--- src/rtl/cursor_alpha_overlay_defines.svh ---
// assertion macros for the cursor overlay
`ifndef CURSOR_ALPHA_OVERLAY_DEFINES_SVH
`define CURSOR_ALPHA_OVERLAY_DEFINES_SVH

`ifndef ASSERT_OFF
`define CAO_ASSERT(lbl, clk, rst_n, prop, msg) \
  lbl: assert property (@(posedge clk) disable iff (!rst_n) prop) else $error(msg);
`define CAO_ASSERT_NORST(lbl, clk, prop, msg) \
  lbl: assert property (@(posedge clk) prop) else $error(msg);
`else
`define CAO_ASSERT(lbl, clk, rst_n, prop, msg)
`define CAO_ASSERT_NORST(lbl, clk, prop, msg)
`endif

`endif

--- src/rtl/cao_pkg.sv ---
`default_nettype none

package cao_pkg;

  localparam int SPRITE_SIDE_DEF = 64;
  localparam int SCREEN_DIM_DEF  = 4096;
  localparam int Q_DEPTH         = 4;
  localparam int OUT_DEPTH       = 8;

  localparam int CFG_IW = 3;
  localparam int CFG_DW = 13;

  localparam logic [CFG_IW-1:0] REG_POINTER_X     = 3'd0;
  localparam logic [CFG_IW-1:0] REG_POINTER_Y     = 3'd1;
  localparam logic [CFG_IW-1:0] REG_HOT_X         = 3'd2;
  localparam logic [CFG_IW-1:0] REG_HOT_Y         = 3'd3;
  localparam logic [CFG_IW-1:0] REG_SPRITE_WIDTH  = 3'd4;
  localparam logic [CFG_IW-1:0] REG_SPRITE_HEIGHT = 3'd5;
  localparam logic [CFG_IW-1:0] REG_OVERLAY_EN    = 3'd6;

  localparam logic [6:0]  SIZE_RESET  = 7'd32;
  localparam logic [7:0]  ALPHA_FULL  = 8'hFF;
  localparam logic [31:0] TOP_BYTE    = 32'hFF00_0000;
  localparam int          ALPHA_SHIFT = 24;

  typedef struct packed {
    logic [12:0] pointer_x;
    logic [12:0] pointer_y;
    logic [5:0]  hot_x;
    logic [5:0]  hot_y;
    logic [6:0]  sprite_width;
    logic [6:0]  sprite_height;
    logic        overlay_enable;
  } cfg_regs_t;

  typedef enum logic [1:0] {
    BK_PASS,
    BK_OPAQUE,
    BK_BLEND
  } blend_kind_t;

endpackage

`default_nettype wire

--- src/rtl/cao_front.sv ---
`default_nettype none

module cao_front
  import cao_pkg::*;
#(
  parameter int SPRITE_SIDE = SPRITE_SIDE_DEF,
  parameter int SCREEN_DIM  = SCREEN_DIM_DEF,
  localparam int AW  = $clog2(SPRITE_SIDE * SPRITE_SIDE),
  localparam int EW  = AW + 34,
  localparam int QCW = $clog2(Q_DEPTH + 1)
) (
  input  wire logic           clk,
  input  wire logic           rst_n,
  input  wire logic           in_push,
  output logic                in_full,
  input  wire logic           in_mode,
  input  wire logic [11:0]    in_sprite_addr,
  input  wire logic [31:0]    in_sprite_word,
  input  wire logic [11:0]    in_pix_col,
  input  wire logic [11:0]    in_pix_row,
  input  wire logic [31:0]    in_background,
  input  wire cfg_regs_t      cfg,
  input  wire logic [QCW-1:0] q_cnt,
  output logic                q_push,
  output logic      [EW-1:0]  q_wdata
);

  localparam int DEPTH = SPRITE_SIDE * SPRITE_SIDE;
  localparam int CW    = $clog2(SPRITE_SIDE);
  localparam int SW    = $clog2(SPRITE_SIDE + 1);
  localparam int PW    = CW + SW;

  logic               accept;
  logic signed [14:0] cx;
  logic signed [14:0] cy;
  logic [SW-1:0]      w_cl;
  logic [SW-1:0]      h_cl;
  logic               cov;
  logic               wr_ok;
  logic [PW-1:0]      idx_sum;

  logic          f1_v_r;
  logic          f1_mode_r;
  logic          f1_en_r;
  logic [AW-1:0] f1_addr_r;
  logic [31:0]   f1_data_r;
  logic [CW-1:0] f1_cx_r;
  logic [CW-1:0] f1_cy_r;
  logic [SW-1:0] f1_w_r;
  logic          f2_v_r;
  logic [EW-1:0] f2_entry_r;

  assign in_full = (32'(q_cnt) + 32'(f1_v_r) + 32'(f2_v_r)) >= Q_DEPTH;
  assign accept  = in_push && !in_full;

  // sprite-relative coordinate
  always_comb begin
    cx = $signed({3'b000, in_pix_col}) - $signed({{2{cfg.pointer_x[12]}}, cfg.pointer_x})
         + $signed({9'b0, cfg.hot_x});
    cy = $signed({3'b000, in_pix_row}) - $signed({{2{cfg.pointer_y[12]}}, cfg.pointer_y})
         + $signed({9'b0, cfg.hot_y});
    w_cl = (32'(cfg.sprite_width) > SPRITE_SIDE) ? SW'(SPRITE_SIDE) : SW'(cfg.sprite_width);
    h_cl = (32'(cfg.sprite_height) > SPRITE_SIDE) ? SW'(SPRITE_SIDE) : SW'(cfg.sprite_height);
    cov = cfg.overlay_enable
          && (32'(in_pix_col) < SCREEN_DIM) && (32'(in_pix_row) < SCREEN_DIM)
          && !cx[14] && (cx < $signed(15'(w_cl)))
          && !cy[14] && (cy < $signed(15'(h_cl)));
    wr_ok = 32'(in_sprite_addr) < DEPTH;
  end

  always_ff @(posedge clk) begin
    if (!rst_n) begin
      f1_v_r <= 1'b0;
    end else begin
      f1_v_r <= accept;
    end
  end

  always_ff @(posedge clk) begin
    if (accept) begin
      f1_mode_r <= in_mode;
      f1_en_r   <= in_mode ? cov : wr_ok;
      f1_addr_r <= AW'(in_sprite_addr);
      f1_data_r <= in_mode ? in_background : in_sprite_word;
      f1_cx_r   <= cx[CW-1:0];
      f1_cy_r   <= cy[CW-1:0];
      f1_w_r    <= w_cl;
    end
  end

  // row-major store index
  assign idx_sum = PW'(f1_cy_r) * PW'(f1_w_r) + PW'(f1_cx_r);

  always_ff @(posedge clk) begin
    if (!rst_n) begin
      f2_v_r <= 1'b0;
    end else begin
      f2_v_r <= f1_v_r;
    end
  end

  always_ff @(posedge clk) begin
    if (f1_v_r) begin
      f2_entry_r <= {f1_mode_r, f1_en_r,
                     f1_mode_r ? AW'(idx_sum) : f1_addr_r,
                     f1_data_r};
    end
  end

  assign q_push  = f2_v_r;
  assign q_wdata = f2_entry_r;

endmodule

`default_nettype wire

--- config.mk ---
export PLATFORM = sky130hd
export DESIGN_NAME = cao_front
export DESIGN_NICKNAME = d
export VERILOG_FILES = /design/src/rtl/cursor_alpha_overlay_defines.svh /design/src/rtl/cao_pkg.sv /design/src/rtl/cao_front.sv
export SDC_FILE = /design/constraint.sdc
export NUM_CORES = 1
export LEC_CHECK = 0
export BUFFER_PORTS_ARGS = -buffer_cell sky130_fd_sc_hd__buf_2
export CAP_MARGIN = 20
export CORE_ASPECT_RATIO = 1.5
export CORE_MARGIN = 3
export CORE_UTILIZATION = 30
export DETAILED_ROUTE_END_ITERATION = 12
export GPL_ROUTABILITY_DRIVEN = 0
export GPL_TIMING_DRIVEN = 0
export PLACE_DENSITY_LB_ADDON = 0.15
export SYNTH_ARGS = -nofsm -noshare
export SYNTH_HDL_FRONTEND = slang
export SYNTH_SLANG_ARGS = --single-unit
--- constraint.sdc ---
create_clock -name clk -period 6.82 [get_ports clk]
set_input_delay 0.682 -clock clk [delete_from_list [all_inputs] [get_ports clk]]
set_output_delay 0.682 -clock clk [all_outputs]
set_load 0.05 [all_outputs]
==> results.yml <==
drt:
  viasPerCell: 4.45
  initialDrtViolationCount: 212
  wl_per_cell_um: 14.3
  drt_wl_total_um: 17400
  dr.pass1.iters: 4
  drcViolationCount: 0
  routed-via-count: 5431
  ant_nets: 0
setup_path:
  startpoint: "f1_cy_r[2]"
  path_cells: "and2_1 -> fa_1 -> inv_1 -> fa_1 -> inv_1 -> fa_1 -> inv_1 -> fa_1 -> inv_1 -> ha_1 -> inv_1 -> o21bai_1 -> a21oi_1 -> nor2b_1 -> nor4_1 -> or4_1 -> o311ai_0"
  critPathMaxFanout: 7
  start_kind: "register"
  crit_required_ps: 7000
  crit_type: "reg -> reg"
  reg2regPathDepth: 17
  slowest_stage: "fa_1"
  r2r_start: "f1_cy_r[2]"
  critPathArrivalTime_ps: 4890
  endpoint_kind: "register"
  r2r_slack_ps: 2110
  cpMostUsedCell: "inv_1"
  cpPeakStageDelay_ps: 530
  r2r-end: "q_wdata[43]"
  worstSetupEndpoint: "q_wdata[43]"
power:
  switching_power_mw: 0.874
  max-vdd-ir-drop_v: 0.000159
  leakage_nw: 4.44
  p_clk_share_pct: 30.5
  p_int_mw: 1.78
  p_seq_share_pct: 32.1
  p_sw_share_pct: 33.0
  power_frac_comb_pct: 37.5
  powerDensity_nw_per_um2: 273
grt:
  grt_pass1_vias: 5634
  grt_start_max_net_pins: 49
  grt_overflow: 0
  grt_use_met3_pct: 2.42
  met2_usage_pct: 24.8
  top_usage_layer: "met2"
  grt_antenna_before_repair: 1
  met1_usage_pct: 14.2
  track_usage_pct: 13.1
  grt_pass1_wl_um: 28200
sta:
  period_share_pct: 69.1
  finalHoldWorstSlack_ps: 415
  hold_violations: 0
  clock.fmax_mhz: 212
  rsz0062_at_grt: "false"
  worstMarginPinSlew_ps: 722
  relSlewSlack_pct: 51.9
  period_needed_ps: 4710
  slew_violations: 0
  setup_viol: 0
  finalSetupTns_ps: 0
  finClkSkew_ps: 12.4
synth:
  ys_async_sr_fraction_pct: 0
  yosysSeqAreaShare_pct: 43.9
  yosysWarningCount: 0
  syn_inst: 652
  synth-main-ff-cell: "edfxtp_1"
  synth_edf_count: 111
  syn_avg_cell_area_um2: 11.8
  ys_ff_latch: 113
  yosysUniqueCellTypes: 55
  synth_nets: 932
  synth_area_um2: 7680
min_path:
  hold_class: "reg -> reg"
  worstHoldStart: "f1_data_r[30]"
place:
  place_inst: 1189
  io_buffer_count: 207
  place_area_um2: 9180
  hpwl_um: 14300
status:
  status: "finished, final reports clean"
clocking:
  cts_setup_buffers: 0
  clockBufferDepth: 2
  holdBufCountCts: 0
  root_buffer: "clkbuf_16"
  htreeDepth: 4
  cts_tree: "yes"
  clock_latency_ps: 410
  numCtsBuffers: 17
  post_cts_resized: 0
  clkTransAtPathRegs_ps: 60
  clkSinkCount: 113
floorplan:
  row_count: 71
  coreArea_um2: 25100
  die_w_um: 137
  die_h_um: 202
  start_util_pct: 30.6
  dieArea_um2: 27600
  boundaryPins: 208
layout:
  area_delta_synth_final_pct: 26.6
  finalNonFillerCells: 1221
  drive_above_1_share_pct: 33.1
  fin_nets: 1160
  fin_util_pct: 38.7
  stdcell_area_um2: 9720
job:
  drv_cap: 0
==> through the flow <==
stage	power [mW]	worst slack, ps
final	2.65	2110
after CTS	2.71	2080
after global routing	2.88	1810
after detailed placement	1.88	2080
after global placement	1.87	1980
after floorplan	1.63	2380
==> worst min path at each step <==
| stage | to | slack (ps) | depth (start not counted) |
|---|---|---|---|
| finish | q_wdata[30] | 410 | 0 |
| global placement | q_wdata[7] | 400 | 0 |
| floorplan | q_wdata[0] | 400 | 0 |
| detailed placement | q_wdata[10] | 400 | 0 |
| CTS | q_wdata[15] | 420 | 0 |
| global route | q_wdata[18] | 420 | 0 |
==> metal layers <==
metal | wire, um | share of wire, %
met5 | 0 | 0
met4 | 365 | 2.1
met3 | 578 | 3.3
met2 | 9830 | 56
met1 | 6630 | 38
==> synthesized netlist by cell type, drive strengths merged, types with 3 or more instances <==
master     n  area (um2)
inv      112         420
edfxtp   111        3330
ha        85        1060
mux2      39         439
fa        35         701
nand2     33         124
and2      31         195
nor2      24        90.1
a21oi     23         115
xnor2     21         184
nand3     14        70.1
nor2b     14        95.1
a21o       9        68.8
o21ai      9        45.0
nor3       7        35.0
clkbuf     5        18.8
o2111ai    5        56.3
xor2       5        43.8
a31o       4        35.0
and3       4        25.0
nand4      4        31.3
o211ai     4        30.0
o21a       4        30.0
o21bai     4        30.0
o41ai      4        50.1
a311oi     3        26.3
a31oi      3        18.8
buf        3        18.8
nand2b     3        18.8
nand3b     3        22.5
nor4       3        18.8
o311ai     3        26.3
or3        3        18.8
==> cell usage in the layout, fill, tap and decap left out, types with 5 or more instances in the layout <==
| cell | count |
|---|---|
| a21o_1 | 8 |
| a21oi_1 | 23 |
| and2_1 | 29 |
| buf_2 | 207 |
| clkbuf_1 | 5 |
| clkbuf_16 | 17 |
| clkinvlp_4 | 5 |
| edfxtp_1 | 111 |
| fa_1 | 35 |
| ha_1 | 85 |
| inv_1 | 112 |
| mux2_2 | 39 |
| nand2_1 | 33 |
| nand3_1 | 14 |
| nor2_1 | 24 |
| nor2b_1 | 13 |
| nor3_1 | 7 |
| o21ai_0 | 9 |
| xnor2_1 | 21 |
| xor2_1 | 5 |
==> logic make-up after synthesis <==
family / after synthesis / synth area share, %
adder cells (fa/ha/maj): 120 / 23.0
XOR/XNOR: 26 / 2.96
buffers and inverters: 120 / 5.96
AND/OR/NAND/NOR: 151 / 10.5
AO/OA/AOI/OAI: 82 / 7.82
flip-flops: 113 / 43.9
multiplexers: 40 / 5.85
==> sequential cells by signal (all words and copies together), names as in the netlist <==
| name | cells |
|---|---|
| f1_data_r | 32 |
| f1_mode_r | 1 |
| f1_w_r | 7 |
| f1_en_r | 1 |
| f1_cy_r | 6 |
| f1_v_r | 1 |
| f1_cx_r | 6 |
| f1_addr_r | 12 |
| q_push | 1 |
| q_wdata | 46 |
==> critical path, delay by kind of cell, from the launching register on <==
| family | cells | cell delay (ps) |
|---|---|---|
| fa+ha+maj | 5 | 2320 |
| compound gates | 3 | 390 |
| simple gates | 4 | 1040 |
| buf+inv | 5 | 240 |
| flops | 1 | 490 |
==> power groups by stage <==
stage / clock network, mW / logic, mW / registers [mW]
after floorplan: 0 / 0.718 / 0.909
after global placement: 0 / 1.00 / 0.872
after detailed placement: 0 / 1.01 / 0.866
after CTS: 0.835 / 1.02 / 0.852
after global routing: 0.866 / 1.15 / 0.857
final: 0.808 / 0.994 / 0.851
==> area by class of cell <==
type	count	area [um2]
Antenna cell	1	2.50
Buffer	8	37.5
Clock buffer	17	425
Clock inverter	14	118
Fill cell	2521	15400
Inverter	112	420
Multi-Input combinational cell	419	3850
Sequential cell	113	3370
Tap cell	328	410
Timing Repair Buffer	209	1080
(Power assumes the default switching activity.)
