## src/rtl/cursor_alpha_overlay_defines.svh

```systemverilog
// assertion macros for the cursor overlay
`ifndef CURSOR_ALPHA_OVERLAY_DEFINES_SVH
`define CURSOR_ALPHA_OVERLAY_DEFINES_SVH

`ifndef ASSERT_OFF
`define CAO_ASSERT(lbl, clk, rst_n, prop, msg) \
  lbl: assert property (@(posedge clk) disable iff (!rst_n) prop) else $error(msg);
`define CAO_ASSERT_NORST(lbl, clk, prop, msg) \
  lbl: assert property (@(posedge clk) prop) else $error(msg);
`else
`define CAO_ASSERT(lbl, clk, rst_n, prop, msg)
`define CAO_ASSERT_NORST(lbl, clk, prop, msg)
`endif

`endif

```

## src/rtl/cao_fifo.sv

```systemverilog
`default_nettype none

module cao_fifo #(
  parameter int W     = 32,
  parameter int DEPTH = 4,
  localparam int PW = $clog2(DEPTH),
  localparam int CNW = $clog2(DEPTH + 1)
) (
  input  wire logic           clk,
  input  wire logic           rst_n,
  input  wire logic           push,
  input  wire logic [W-1:0]   wdata,
  input  wire logic           pop,
  output logic      [W-1:0]   rdata,
  output logic                empty,
  output logic      [CNW-1:0] cnt
);

  logic [W-1:0]   mem_r [DEPTH];
  logic [PW-1:0]  wr_ptr_r;
  logic [PW-1:0]  rd_ptr_r;
  logic [CNW-1:0] cnt_r;
  logic [PW-1:0]  wr_ptr_nxt;
  logic [PW-1:0]  rd_ptr_nxt;

  always_comb begin
    wr_ptr_nxt = (32'(wr_ptr_r) == DEPTH - 1) ? '0 : wr_ptr_r + 1'b1;
    rd_ptr_nxt = (32'(rd_ptr_r) == DEPTH - 1) ? '0 : rd_ptr_r + 1'b1;
  end

  always_ff @(posedge clk) begin
    if (!rst_n) begin
      wr_ptr_r <= '0;
      rd_ptr_r <= '0;
      cnt_r    <= '0;
    end else begin
      if (push) begin
        wr_ptr_r <= wr_ptr_nxt;
      end
      if (pop) begin
        rd_ptr_r <= rd_ptr_nxt;
      end
      if (push && !pop) begin
        cnt_r <= cnt_r + 1'b1;
      end else if (pop && !push) begin
        cnt_r <= cnt_r - 1'b1;
      end
    end
  end

  always_ff @(posedge clk) begin
    if (push) begin
      mem_r[wr_ptr_r] <= wdata;
    end
  end

  assign rdata = mem_r[rd_ptr_r];
  assign empty = (cnt_r == '0);
  assign cnt   = cnt_r;

endmodule

`default_nettype wire

```

## config.mk

```make
export PLATFORM = sky130hd
export DESIGN_NAME = cao_fifo
export DESIGN_NICKNAME = d
export VERILOG_FILES = /design/src/rtl/cursor_alpha_overlay_defines.svh /design/src/rtl/cao_fifo.sv
export SDC_FILE = /design/constraint.sdc
export NUM_CORES = 1
export LEC_CHECK = 0
export ABC_AREA = 0
export BUFFER_PORTS_ARGS = -buffer_cell sky130_fd_sc_hd__buf_2
export CORE_ASPECT_RATIO = 1.1
export CORE_MARGIN = 2
export CORE_UTILIZATION = 56
export DETAILED_ROUTE_END_ITERATION = 12
export GPL_TIMING_DRIVEN = 0
export PLACE_DENSITY_LB_ADDON = 0.08
export SETUP_SLACK_MARGIN = 0.15
export SLEW_MARGIN = 20
export SYNTH_ARGS = -nofsm -noshare
export SYNTH_HDL_FRONTEND = slang
export SYNTH_SLANG_ARGS = --single-unit
```

## constraint.sdc

```tcl
create_clock -name clk -period 1.89 [get_ports clk]
set_input_delay 0.378 -clock clk [delete_from_list [all_inputs] [get_ports clk]]
set_output_delay 0.378 -clock clk [all_outputs]
set_load 0.01 [all_outputs]
```

==> reports/metrics.json, run 1 <==
{
  "status": {
    "outcome": "finished, violations left",
    "failed_checks": "setup timing"
  },
  "cts": {
    "ctsLongestPathBuffers": 2,
    "number_of_buffers_inserted_during_clock_tree_synthesis": 17,
    "quantity_of_hold_fixing_buffers_added_after_cts": 0,
    "clk_transition_reported_paths_ps": 60,
    "clk_latency_ps": 510,
    "cts_tree": "done",
    "numClockSinks": 137,
    "root_buffer": "sky130_fd_sc_hd__clkbuf_8",
    "cts.htree.levels": 4
  },
  "timing": {
    "final-max-slew-violation-count": 0,
    "finalClockSkew_ps": 8.13,
    "setup-violations-final": 32,
    "max_freq_mhz": 452,
    "setup-tns-final_ps": -9480,
    "finalWorstPathRequiredPeriod_ps": 2210,
    "final_hold_violation_count": 0,
    "final.period_utilization": 1.17,
    "worst_pin_slew_ps": 509,
    "fin_ws_ps": -322,
    "timing.max_slew.rel_slack": 0.661,
    "rsz0062_at_grt": "yes"
  },
  "synthesis": {
    "synthDistinctLibCells": 21,
    "synth_top_area_cell": "sky130_fd_sc_hd__edfxtp_1",
    "syn_area_mm2": 0.00511,
    "ys_seq_elements": 137,
    "synth_largest_type_area_fraction": 0.752,
    "syn-instance-count": 210,
    "synth_nets": 253,
    "syn_area_per_cell_um2": 24.3,
    "yosys-top-cells-area": "sky130_fd_sc_hd__edfxtp_1 75%, sky130_fd_sc_hd__mux4_2 13%, sky130_fd_sc_hd__dfxtp_1 3.5%",
    "synth_warnings": 0,
    "synth_sequential_area_ratio": 0.788
  },
  "power": {
    "vdd_drop_max_v": 0.000827,
    "cellPowerDensity_mw_per_mm2": 1160,
    "leakage_nw": 2.32,
    "post-layout-total-power_mw": 7.65
  },
  "critical_path": {
    "worstPathCellList": "buf_12 -> clkbuf_16 -> mux4_2 -> buf_6",
    "worst-setup-path-type": "reg -> out",
    "worstSetupEndpointType": "primary output",
    "critPathBufInv": 3,
    "cp_data_arrival_time_ps": 1830,
    "timing.critical_path.slowest_stage_cell": "sky130_fd_sc_hd__mux4_2",
    "timing.critical_path.required_ps": 1510,
    "crit_family": "multiplexers",
    "critPathMaxFanout": 8,
    "worstSetupStartpointType": "register",
    "max_stage_delay_ps": 510
  },
  "layout": {
    "nNetsFinal": 351,
    "n_antenna_cell": 0,
    "layout-area-overhead-vs-synth_pct": 28.9,
    "drive_above_1_share": 0.475,
    "postLayoutCellArea_mm2": 0.00658
  },
  "place": {
    "buffer_ports.inserted": 71,
    "placed_cell_area_mm2": 0.00571,
    "gpl.final_weighted_congestion": 0.657,
    "dp_hpwl_mm": 5.13
  },
  "floorplanning": {
    "fp.coreArea_mm2": 0.00887,
    "die_height_um": 104,
    "initial_utilization": 0.576,
    "top_level_ports": 72,
    "row_count": 36,
    "die_w_um": 95.1,
    "design.die.area_mm2": 0.00990
  },
  "global_route": {
    "grt_overflow_total": 0,
    "grt_use_total": 0.192,
    "grt_pass1_vias": 2469,
    "grt_util_met1": 0.234,
    "grt_use_met2": 0.320,
    "grt_max_degree": 27,
    "grt_use_met3": 0.0601,
    "grt-busiest-layer": "met2",
    "first_pass_grt_wire_length_mm": 13.3,
    "grt_antenna_before_repair": 0
  },
  "drt": {
    "drt_first_iter_violations": 146,
    "drc": 0,
    "drt_first_pass_iters": 4,
    "final_antenna_net_count": 0,
    "detail_route.wirelength_mm": 8.93,
    "routed_via_density": 5.49,
    "average_detailed_routed_wire_length_per_instance_um": 20.6,
    "vias": 2381
  },
  "job": {
    "maxCapViolCount": 0
  },
  "min_path": {
    "worst_hold_path_type": "in -> reg"
  }
}
-- report_power, final --
part	switching [mW]	leakage, nW	internal, mW
sequential	0.0515	1.25	3.47
clock	1.21	0.281	2.14
combinational	0.349	0.786	0.431
total	1.61	2.32	6.04
-- routing by layer --
| layer | share of wire | vias up |
|---|---|---|
| li1 | - | 1078 |
| met1 | 0.38 | 1200 |
| met2 | 0.55 | 90 |
| met3 | 0.051 | 13 |
| met4 | 0.017 | 0 |
| met5 | 0 | - |
-- timing repair --
action                     in CTS  in global routing
cloned                          1                  2
setup buffers                   1                  0
setup endpoints to repair      32                 32
pin swaps                       0                  0
resized for setup              18                 15
-- Yosys cell counts --
cell type / count
sky130_fd_sc_hd__xor2_1: 1
sky130_fd_sc_hd__fa_1: 1
sky130_fd_sc_hd__buf_12: 3
sky130_fd_sc_hd__and2_1: 5
sky130_fd_sc_hd__nor3_1: 2
sky130_fd_sc_hd__mux4_1: 2
sky130_fd_sc_hd__edfxtp_1: 128
sky130_fd_sc_hd__or3_1: 1
sky130_fd_sc_hd__xnor2_1: 1
sky130_fd_sc_hd__buf_6: 1
sky130_fd_sc_hd__nor2_1: 1
sky130_fd_sc_hd__inv_1: 4
sky130_fd_sc_hd__o21ai_0: 1
sky130_fd_sc_hd__a21boi_0: 1
sky130_fd_sc_hd__ha_1: 6
sky130_fd_sc_hd__dfxtp_1: 9
sky130_fd_sc_hd__mux4_2: 30
sky130_fd_sc_hd__mux2i_1: 4
sky130_fd_sc_hd__nor2b_1: 5
sky130_fd_sc_hd__buf_2: 3
sky130_fd_sc_hd__o21a_1: 1
-- stage by stage --
stage               setup slack, ps  utilization  std cells  hold WS [ps]
floorplan                       157            -        210           477
global placement               -454        0.632        395           497
detailed placement            -32.7        0.643        399           526
CTS                            -341        0.726        432          69.3
global route                   -375        0.742        434          61.1
finish                         -322        0.742        434          82.1
-- kinds of logic (layout without fill, tap and decap cells) --
family / after synthesis / in the layout / share of synthesized area
DFF: 137 / 137 / 0.788
muxes: 36 / 36 / 0.150
and+or+nand+nor: 14 / 14 / 0.0162
buffers and inverters: 11 / 121 / 0.0198
adders and majority gates: 7 / 7 / 0.0186
AOI/OAI and AO/OA: 3 / 3 / 0.00392
xor gates and xnor gates: 2 / 2 / 0.00343
-- layout by cell type, fill, tap and decap left out --
| cell | synthesis | routed |
|---|---|---|
| sky130_fd_sc_hd__clkinvlp_4 | 0 | 5 |
| sky130_fd_sc_hd__and2_1 | 5 | 1 |
| sky130_fd_sc_hd__bufinv_16 | 0 | 4 |
| sky130_fd_sc_hd__mux2i_1 | 4 | 4 |
| sky130_fd_sc_hd__and2_2 | 0 | 4 |
| sky130_fd_sc_hd__nor2b_1 | 5 | 5 |
| sky130_fd_sc_hd__or3_1 | 1 | 1 |
| sky130_fd_sc_hd__buf_4 | 0 | 1 |
| sky130_fd_sc_hd__inv_1 | 4 | 4 |
| sky130_fd_sc_hd__mux4_2 | 30 | 31 |
| sky130_fd_sc_hd__xor2_1 | 1 | 1 |
| sky130_fd_sc_hd__dfxtp_1 | 9 | 8 |
| sky130_fd_sc_hd__buf_12 | 3 | 6 |
| sky130_fd_sc_hd__inv_6 | 0 | 3 |
| sky130_fd_sc_hd__buf_2 | 3 | 46 |
| sky130_fd_sc_hd__dfxtp_2 | 0 | 1 |
| sky130_fd_sc_hd__nor3_1 | 2 | 2 |
| sky130_fd_sc_hd__o21ai_0 | 1 | 1 |
| sky130_fd_sc_hd__xnor2_1 | 1 | 1 |
| sky130_fd_sc_hd__mux4_1 | 2 | 1 |
| sky130_fd_sc_hd__nor2_1 | 1 | 1 |
| sky130_fd_sc_hd__fa_1 | 1 | 1 |
| sky130_fd_sc_hd__clkinv_1 | 0 | 1 |
| sky130_fd_sc_hd__clkinv_4 | 0 | 1 |
| sky130_fd_sc_hd__clkbuf_16 | 0 | 18 |
| sky130_fd_sc_hd__edfxtp_1 | 128 | 128 |
| sky130_fd_sc_hd__a21boi_0 | 1 | 1 |
| sky130_fd_sc_hd__o21a_1 | 1 | 1 |
| sky130_fd_sc_hd__buf_6 | 1 | 28 |
| sky130_fd_sc_hd__buf_16 | 0 | 3 |
| sky130_fd_sc_hd__clkbuf_8 | 0 | 1 |
| sky130_fd_sc_hd__ha_1 | 6 | 6 |
-- sequential cells by signal, summed over array words and instances, names as in the netlist, named ones only --
register and flops:
cnt 3, mem_r 128, rd_ptr_r 2, wr_ptr_r 2
-- final timing paths --
kind,from,endpoint,slack [ps],cells past startpoint
hold / removal,wdata[1],mem_r[1][1]$_DFFE_PP_,80,1
setup / recovery,register,rdata[24],-320,4
hold reg to reg,cnt[2]$_SDFFE_PN0P_,cnt[2]$_SDFFE_PN0P_,540,2
setup reg to reg,wr_ptr_r[0]$_SDFFE_PN0P_,mem_r[0][10]$_DFFE_PP_,320,4
-- cell type report --
| type | instances | area, um2 |
|---|---|---|
| Buffer | 7 | 95.1 |
| Clock buffer | 17 | 414 |
| Clock inverter | 14 | 196 |
| Fill cell | 518 | 2290 |
| Inverter | 4 | 15.0 |
| Multi-Input combinational cell | 62 | 985 |
| Sequential cell | 137 | 4030 |
| Tap cell | 114 | 143 |
| Timing Repair Buffer | 79 | 711 |
(Power assumes the default switching activity.)
==> run 2, diff against run 1 <==
Settings changed: GPL_TIMING_DRIVEN 0 to not set.
==> run 2 against run 1 <==
Compared with the run above: the flow still finishes with violations (setup timing); clock-buffer cell count grew 3; clock skew grew 0.62 ps; non-clock buffer count decreased by 1; total power is 4.4% lower; core utilization down 1.7 points; final cell count decreased by 0.23%; first-iteration DRC count is 5.5% lower; design area is 2.2% lower; via count fell by 2.9%; sequential share of layout area grew 1.5 points; register-to-register slack improved by 60 ps.
==> reports/metrics.json, run 2 (synthesis gave the netlist of run 1 again) <==
{
  "timing": {
    "final_hold_violation_count": 0,
    "fin_ws_ps": -275,
    "finalClockSkew_ps": 8.75,
    "timing.max_slew.rel_slack": 0.787,
    "final.period_utilization": 1.15,
    "max_freq_mhz": 462,
    "setup-violations-final": 32,
    "rsz0062_at_grt": "yes",
    "finalWorstPathRequiredPeriod_ps": 2170,
    "worst_pin_slew_ps": 319,
    "hold_ws_ps": 77.7,
    "final-max-slew-violation-count": 0,
    "setup-tns-final_ps": -7630
  },
  "critical_path": {
    "max_stage_delay_ps": 550,
    "worstSetupStartpointType": "register",
    "cp_data_arrival_time_ps": 1790,
    "critPathMaxFanout": 13,
    "worstPathCellList": "buf_12 -> mux4_2 -> buf_6",
    "worst-setup-path-type": "reg -> out",
    "timing.critical_path.slowest_stage_cell": "sky130_fd_sc_hd__mux4_2",
    "timing.critical_path.required_ps": 1510,
    "worstSetupEndpointType": "primary output",
    "critPathBufInv": 2,
    "crit_family": "multiplexers"
  },
  "floorplanning": {
    "die_height_um": 104,
    "fp.coreArea_mm2": 0.00887,
    "initial_utilization": 0.576,
    "top_level_ports": 72,
    "row_count": 36,
    "die_w_um": 95.1,
    "design.die.area_mm2": 0.00990
  },
  "layout": {
    "finish.cell_count_without_fillers": 433,
    "n_antenna_cell": 0,
    "layout.cells.most_common_list": "128 x sky130_fd_sc_hd__edfxtp_1, 47 x sky130_fd_sc_hd__buf_2, 32 x sky130_fd_sc_hd__mux4_2",
    "post_layout_util": 0.725,
    "max_ffs_per_register": 128,
    "layout-area-overhead-vs-synth_pct": 26.0,
    "postLayoutCellArea_mm2": 0.00644,
    "layout_commonest_cell": "sky130_fd_sc_hd__edfxtp_1",
    "nNetsFinal": 350,
    "max_flop_register": "mem_r",
    "drive_above_1_share": 0.467
  },
  "status": {
    "failed_checks": "setup timing",
    "outcome": "finished, violations left"
  },
  "place": {
    "buffer_ports.inserted": 71,
    "dp_hpwl_mm": 4.94,
    "placed_cell_area_mm2": 0.00571,
    "pre_cts_ws_ps": -23.0,
    "dp.cells": 399,
    "gpl.final_weighted_congestion": 0.715
  },
  "power": {
    "share_of_power_burned_in_registers": 0.482,
    "cellPowerDensity_mw_per_mm2": 1140,
    "comb_power_share": 0.099,
    "power.switching_fraction": 0.201,
    "intPower_mw": 5.84,
    "leakage_nw": 2.27,
    "vdd_drop_max_v": 0.000722,
    "post-layout-total-power_mw": 7.31,
    "clockPowerShare": 0.419,
    "power_switching_mw": 1.47
  },
  "global_route": {
    "grt_overflow_total": 0,
    "grt_pass1_vias": 2514,
    "first_pass_grt_wire_length_mm": 13.3,
    "grt_max_degree": 28,
    "grt_use_total": 0.190,
    "grt_antenna_before_repair": 0
  },
  "cts": {
    "clk_transition_reported_paths_ps": 50,
    "ctsLongestPathBuffers": 2,
    "numClockSinks": 137,
    "cts_tree": "done",
    "root_buffer": "sky130_fd_sc_hd__clkbuf_8",
    "clk_latency_ps": 510,
    "number_of_buffers_inserted_during_clock_tree_synthesis": 17,
    "cts.htree.levels": 4
  },
  "min_path": {
    "worst_hold_path_type": "in -> reg"
  },
  "drt": {
    "drc": 0,
    "average_detailed_routed_wire_length_per_instance_um": 18.8,
    "drt_first_pass_iters": 4,
    "vias": 2312,
    "detail_route.wirelength_mm": 8.14,
    "drt_first_iter_violations": 138,
    "routed_via_density": 5.34,
    "final_antenna_net_count": 0
  },
  "job": {
    "maxCapViolCount": 0
  }
}
==> run 2: worst paths after layout <==
check,from,slack [ps],endpoint,cells after the start
setup / recovery,register,-280,rdata[10],3
hold / removal,wdata[26],80,mem_r[2][26]$_DFFE_PP_,1
setup reg to reg,cnt[0]$_SDFFE_PN0P_,380,cnt[2]$_SDFFE_PN0P_,4
hold reg to reg,cnt[2]$_SDFFE_PN0P_,540,cnt[2]$_SDFFE_PN0P_,2
==> run 2: timing repair <==
action | CTS | global route
gates resized for setup | 13 | 15
buffers inserted | 3 | 0
endpoints found under the setup margin | 32 | 32
hold buffers | 0 | 0
==> run 2: metal layers <==
| layer | vias to the layer above | wire length (um) | track usage |
|---|---|---|---|
| li1 | 1070 | - | - |
| met2 | 62 | 4330 | 0.308 |
| met5 | - | 0 | 0 |
| met1 | 1168 | 3350 | 0.237 |
| met4 | 0 | 141 | 0.0839 |
| met3 | 12 | 321 | 0.0572 |
==> run 2: worst reg2reg max path, delay by kind of cell, from the launching register on <==
kind	cells	cell delay, ps
XOR/XNOR	1	150
adder cells (fa/ha/maj)	1	440
flip-flops	1	350
AO/OA/AOI/OAI	1	190
AND/OR/NAND/NOR	1	300
==> run 2: cell type report <==
class,instances,area (um2)
Clock buffer,20,425
Clock inverter,11,130
Fill cell,534,2440
Inverter,4,15.0
Multi-Input combinational cell,62,981
Sequential cell,137,4030
Tap cell,114,143
Timing Repair Buffer,85,711
==> run 2: power by group through the flow <==
stage          combinational (mW)  clock [mW]  sequential, mW
2_1_floorplan               0.369           0            3.57
3_3_place_gp                0.625           0            3.58
3_5_place_dp                0.632           0            3.59
4_1_cts                     0.684        3.14            3.52
5_1_grt                     0.789        3.26            3.54
6_report                    0.724        3.07            3.52
==> run 3, diff against run 2 <==
Settings changed: CORE_MARGIN 2 to not set.
==> run 3 against run 2 <==
Compared with the run above: the flow still finishes with violations (setup timing); design area about the same; critical endpoint is now rdata[26]; total power increased by 4.7%; flip-flop and latch count unchanged; core utilization increased by 0.056 points; sequential share of layout area decreased by 0.088 points; register-to-register slack improved by 40 ps; critical path type unchanged; combinational power decreased by 2%; worst setup slack improved by 11 ps; largest cell class unchanged; global-route usage increased by 0.38 points.
==> reports/metrics.json, run 3 (synthesis gave the netlist of run 1 again) <==
{
  "power": {
    "post-layout-total-power_mw": 7.66,
    "comb_power_share": 0.093,
    "intPower_mw": 6.10,
    "vdd_drop_max_v": 0.000726,
    "clockPowerShare": 0.447,
    "share_of_power_burned_in_registers": 0.460,
    "power.switching_fraction": 0.203,
    "leakage_nw": 2.26,
    "cellPowerDensity_mw_per_mm2": 1190,
    "power_switching_mw": 1.55
  },
  "status": {
    "outcome": "finished, violations left",
    "failed_checks": "setup timing"
  },
  "floorplanning": {
    "row_count": 36,
    "die_w_um": 93.1,
    "fp.coreArea_mm2": 0.00887,
    "design.die.area_mm2": 0.00951,
    "die_height_um": 102,
    "initial_utilization": 0.576,
    "top_level_ports": 72
  },
  "layout": {
    "n_antenna_cell": 0,
    "multi_input_comb_area_um2": 983,
    "max_ffs_per_register": 128,
    "layout.filler_cells": 527,
    "max_flop_register": "mem_r",
    "drive_above_1_share": 0.471,
    "sequential_cell_area_mm2": 0.00403,
    "nNetsFinal": 346,
    "layout.cells.most_common_list": "128 x sky130_fd_sc_hd__edfxtp_1, 47 x sky130_fd_sc_hd__buf_2, 32 x sky130_fd_sc_hd__mux4_2",
    "layout_commonest_cell": "sky130_fd_sc_hd__edfxtp_1",
    "layout-area-overhead-vs-synth_pct": 26.1
  },
  "cts": {
    "cts_tree": "done",
    "clk_latency_ps": 500,
    "root_buffer": "sky130_fd_sc_hd__clkbuf_8",
    "number_of_buffers_inserted_during_clock_tree_synthesis": 17,
    "numClockSinks": 137,
    "clk_transition_reported_paths_ps": 60,
    "cts.htree.levels": 4,
    "number_of_setup_buffers_added_after_cts": 0,
    "ctsLongestPathBuffers": 2
  },
  "global_route": {
    "grt_overflow_total": 0,
    "grt_max_degree": 33,
    "grt_use_met3": 0.0714,
    "first_pass_grt_wire_length_mm": 12.6,
    "grt_util_met1": 0.251,
    "grt-busiest-layer": "met2",
    "grt_antenna_before_repair": 0,
    "grt_use_met2": 0.308,
    "grt_pass1_vias": 2325,
    "grt_use_total": 0.194
  },
  "place": {
    "dp_hpwl_mm": 4.76,
    "buffer_ports.inserted": 71,
    "gpl.final_weighted_congestion": 0.643
  },
  "critical_path": {
    "reg2regPathDepth": 4,
    "max_stage_delay_ps": 520,
    "critPathMaxFanout": 8,
    "worstSetupStartpointType": "register",
    "worstSetupEndpointType": "primary output",
    "timing.critical_path.slowest_stage_cell": "sky130_fd_sc_hd__mux4_2",
    "worst-setup-path-type": "reg -> out",
    "cp_data_arrival_time_ps": 1780,
    "timing.critical_path.required_ps": 1510,
    "reg2reg_slack_ps": 420,
    "worstPathCellList": "clkbuf_16 -> mux4_2 -> buf_6"
  },
  "drt": {
    "average_detailed_routed_wire_length_per_instance_um": 20.0,
    "drc": 0,
    "drt_first_pass_iters": 4,
    "drt_first_iter_violations": 127,
    "vias": 2373,
    "detail_route.wirelength_mm": 8.56,
    "routed_via_density": 5.54,
    "final_antenna_net_count": 0
  },
  "timing": {
    "finalWorstPathRequiredPeriod_ps": 2150,
    "fin_ws_ps": -264,
    "worst_pin_slew_ps": 499,
    "max_freq_mhz": 464,
    "final.period_utilization": 1.14,
    "final_hold_violation_count": 0,
    "finalClockSkew_ps": 6.14,
    "setup-tns-final_ps": -7490,
    "final-max-slew-violation-count": 0,
    "setup-violations-final": 32,
    "rsz0062_at_grt": "yes",
    "timing.max_slew.rel_slack": 0.667
  },
  "min_path": {
    "worstHoldPathCells": 1,
    "worst_hold_path_type": "in -> reg"
  },
  "job": {
    "maxCapViolCount": 0
  }
}
## run 3: path summary, 6_finish.rpt
check                       from                     end
max reg2reg  cnt[0]$_SDFFE_PN0P_     cnt[2]$_SDFFE_PN0P_
min                    wdata[22]  mem_r[2][22]$_DFFE_PP_
min reg2reg  cnt[2]$_SDFFE_PN0P_     cnt[2]$_SDFFE_PN0P_
max                     register               rdata[26]
## run 3: timing repair
item                       4_1_cts  5_1_grt
setup endpoints to repair       32       96
cloned                           0        2
resized for setup                9       24
hold buffers                     0        0
## run 3: routing by layer
layer / vias up / share of wire
met5: - / 0
li1: 1061 / -
met2: 89 / 0.53
met4: 0 / 0.0084
met1: 1215 / 0.38
met3: 8 / 0.076
## run 3: area by class of cell
type                    instances  share of cell area
flip-flops and latches        137               0.625
multi-input cells              62               0.153
repair buffers                 81               0.101
clock buffers                  17              0.0643
clock inverters                13              0.0317
well taps                     114              0.0221
inverters                       4             0.00233
## run 3: per-stage QoR
stage | utilization | hold WS, ps | setup slack, ps | instances | instance area (um2)
after floorplan | - | 477 | 157 | 210 | 5110
after global placement | 0.634 | 489 | 60.3 | 396 | 5630
after detailed placement | 0.634 | 508 | 26.6 | 396 | 5630
after CTS | 0.708 | 60.1 | -308 | 426 | 6290
after global routing | 0.726 | 63.7 | -318 | 428 | 6440
final | 0.726 | 84.0 | -264 | 428 | 6440
## run 3: power by group through the flow
stage          Combinational [mW]  Sequential [mW]  Clock, mW
6_report                    0.711             3.52       3.42
5_1_grt                     0.772             3.54       3.59
4_1_cts                     0.643             3.52       3.48
3_5_place_dp                0.606             3.58          0
3_3_place_gp                0.601             3.57          0
2_1_floorplan               0.369             3.57          0
## run 3: critical path: cells and delay by family, from the launching register on
| kind | cells | cell delay (ps) |
|---|---|---|
| buffers and inverters | 2 | 330 |
| flip-flops | 1 | 410 |
| multiplexers | 1 | 520 |
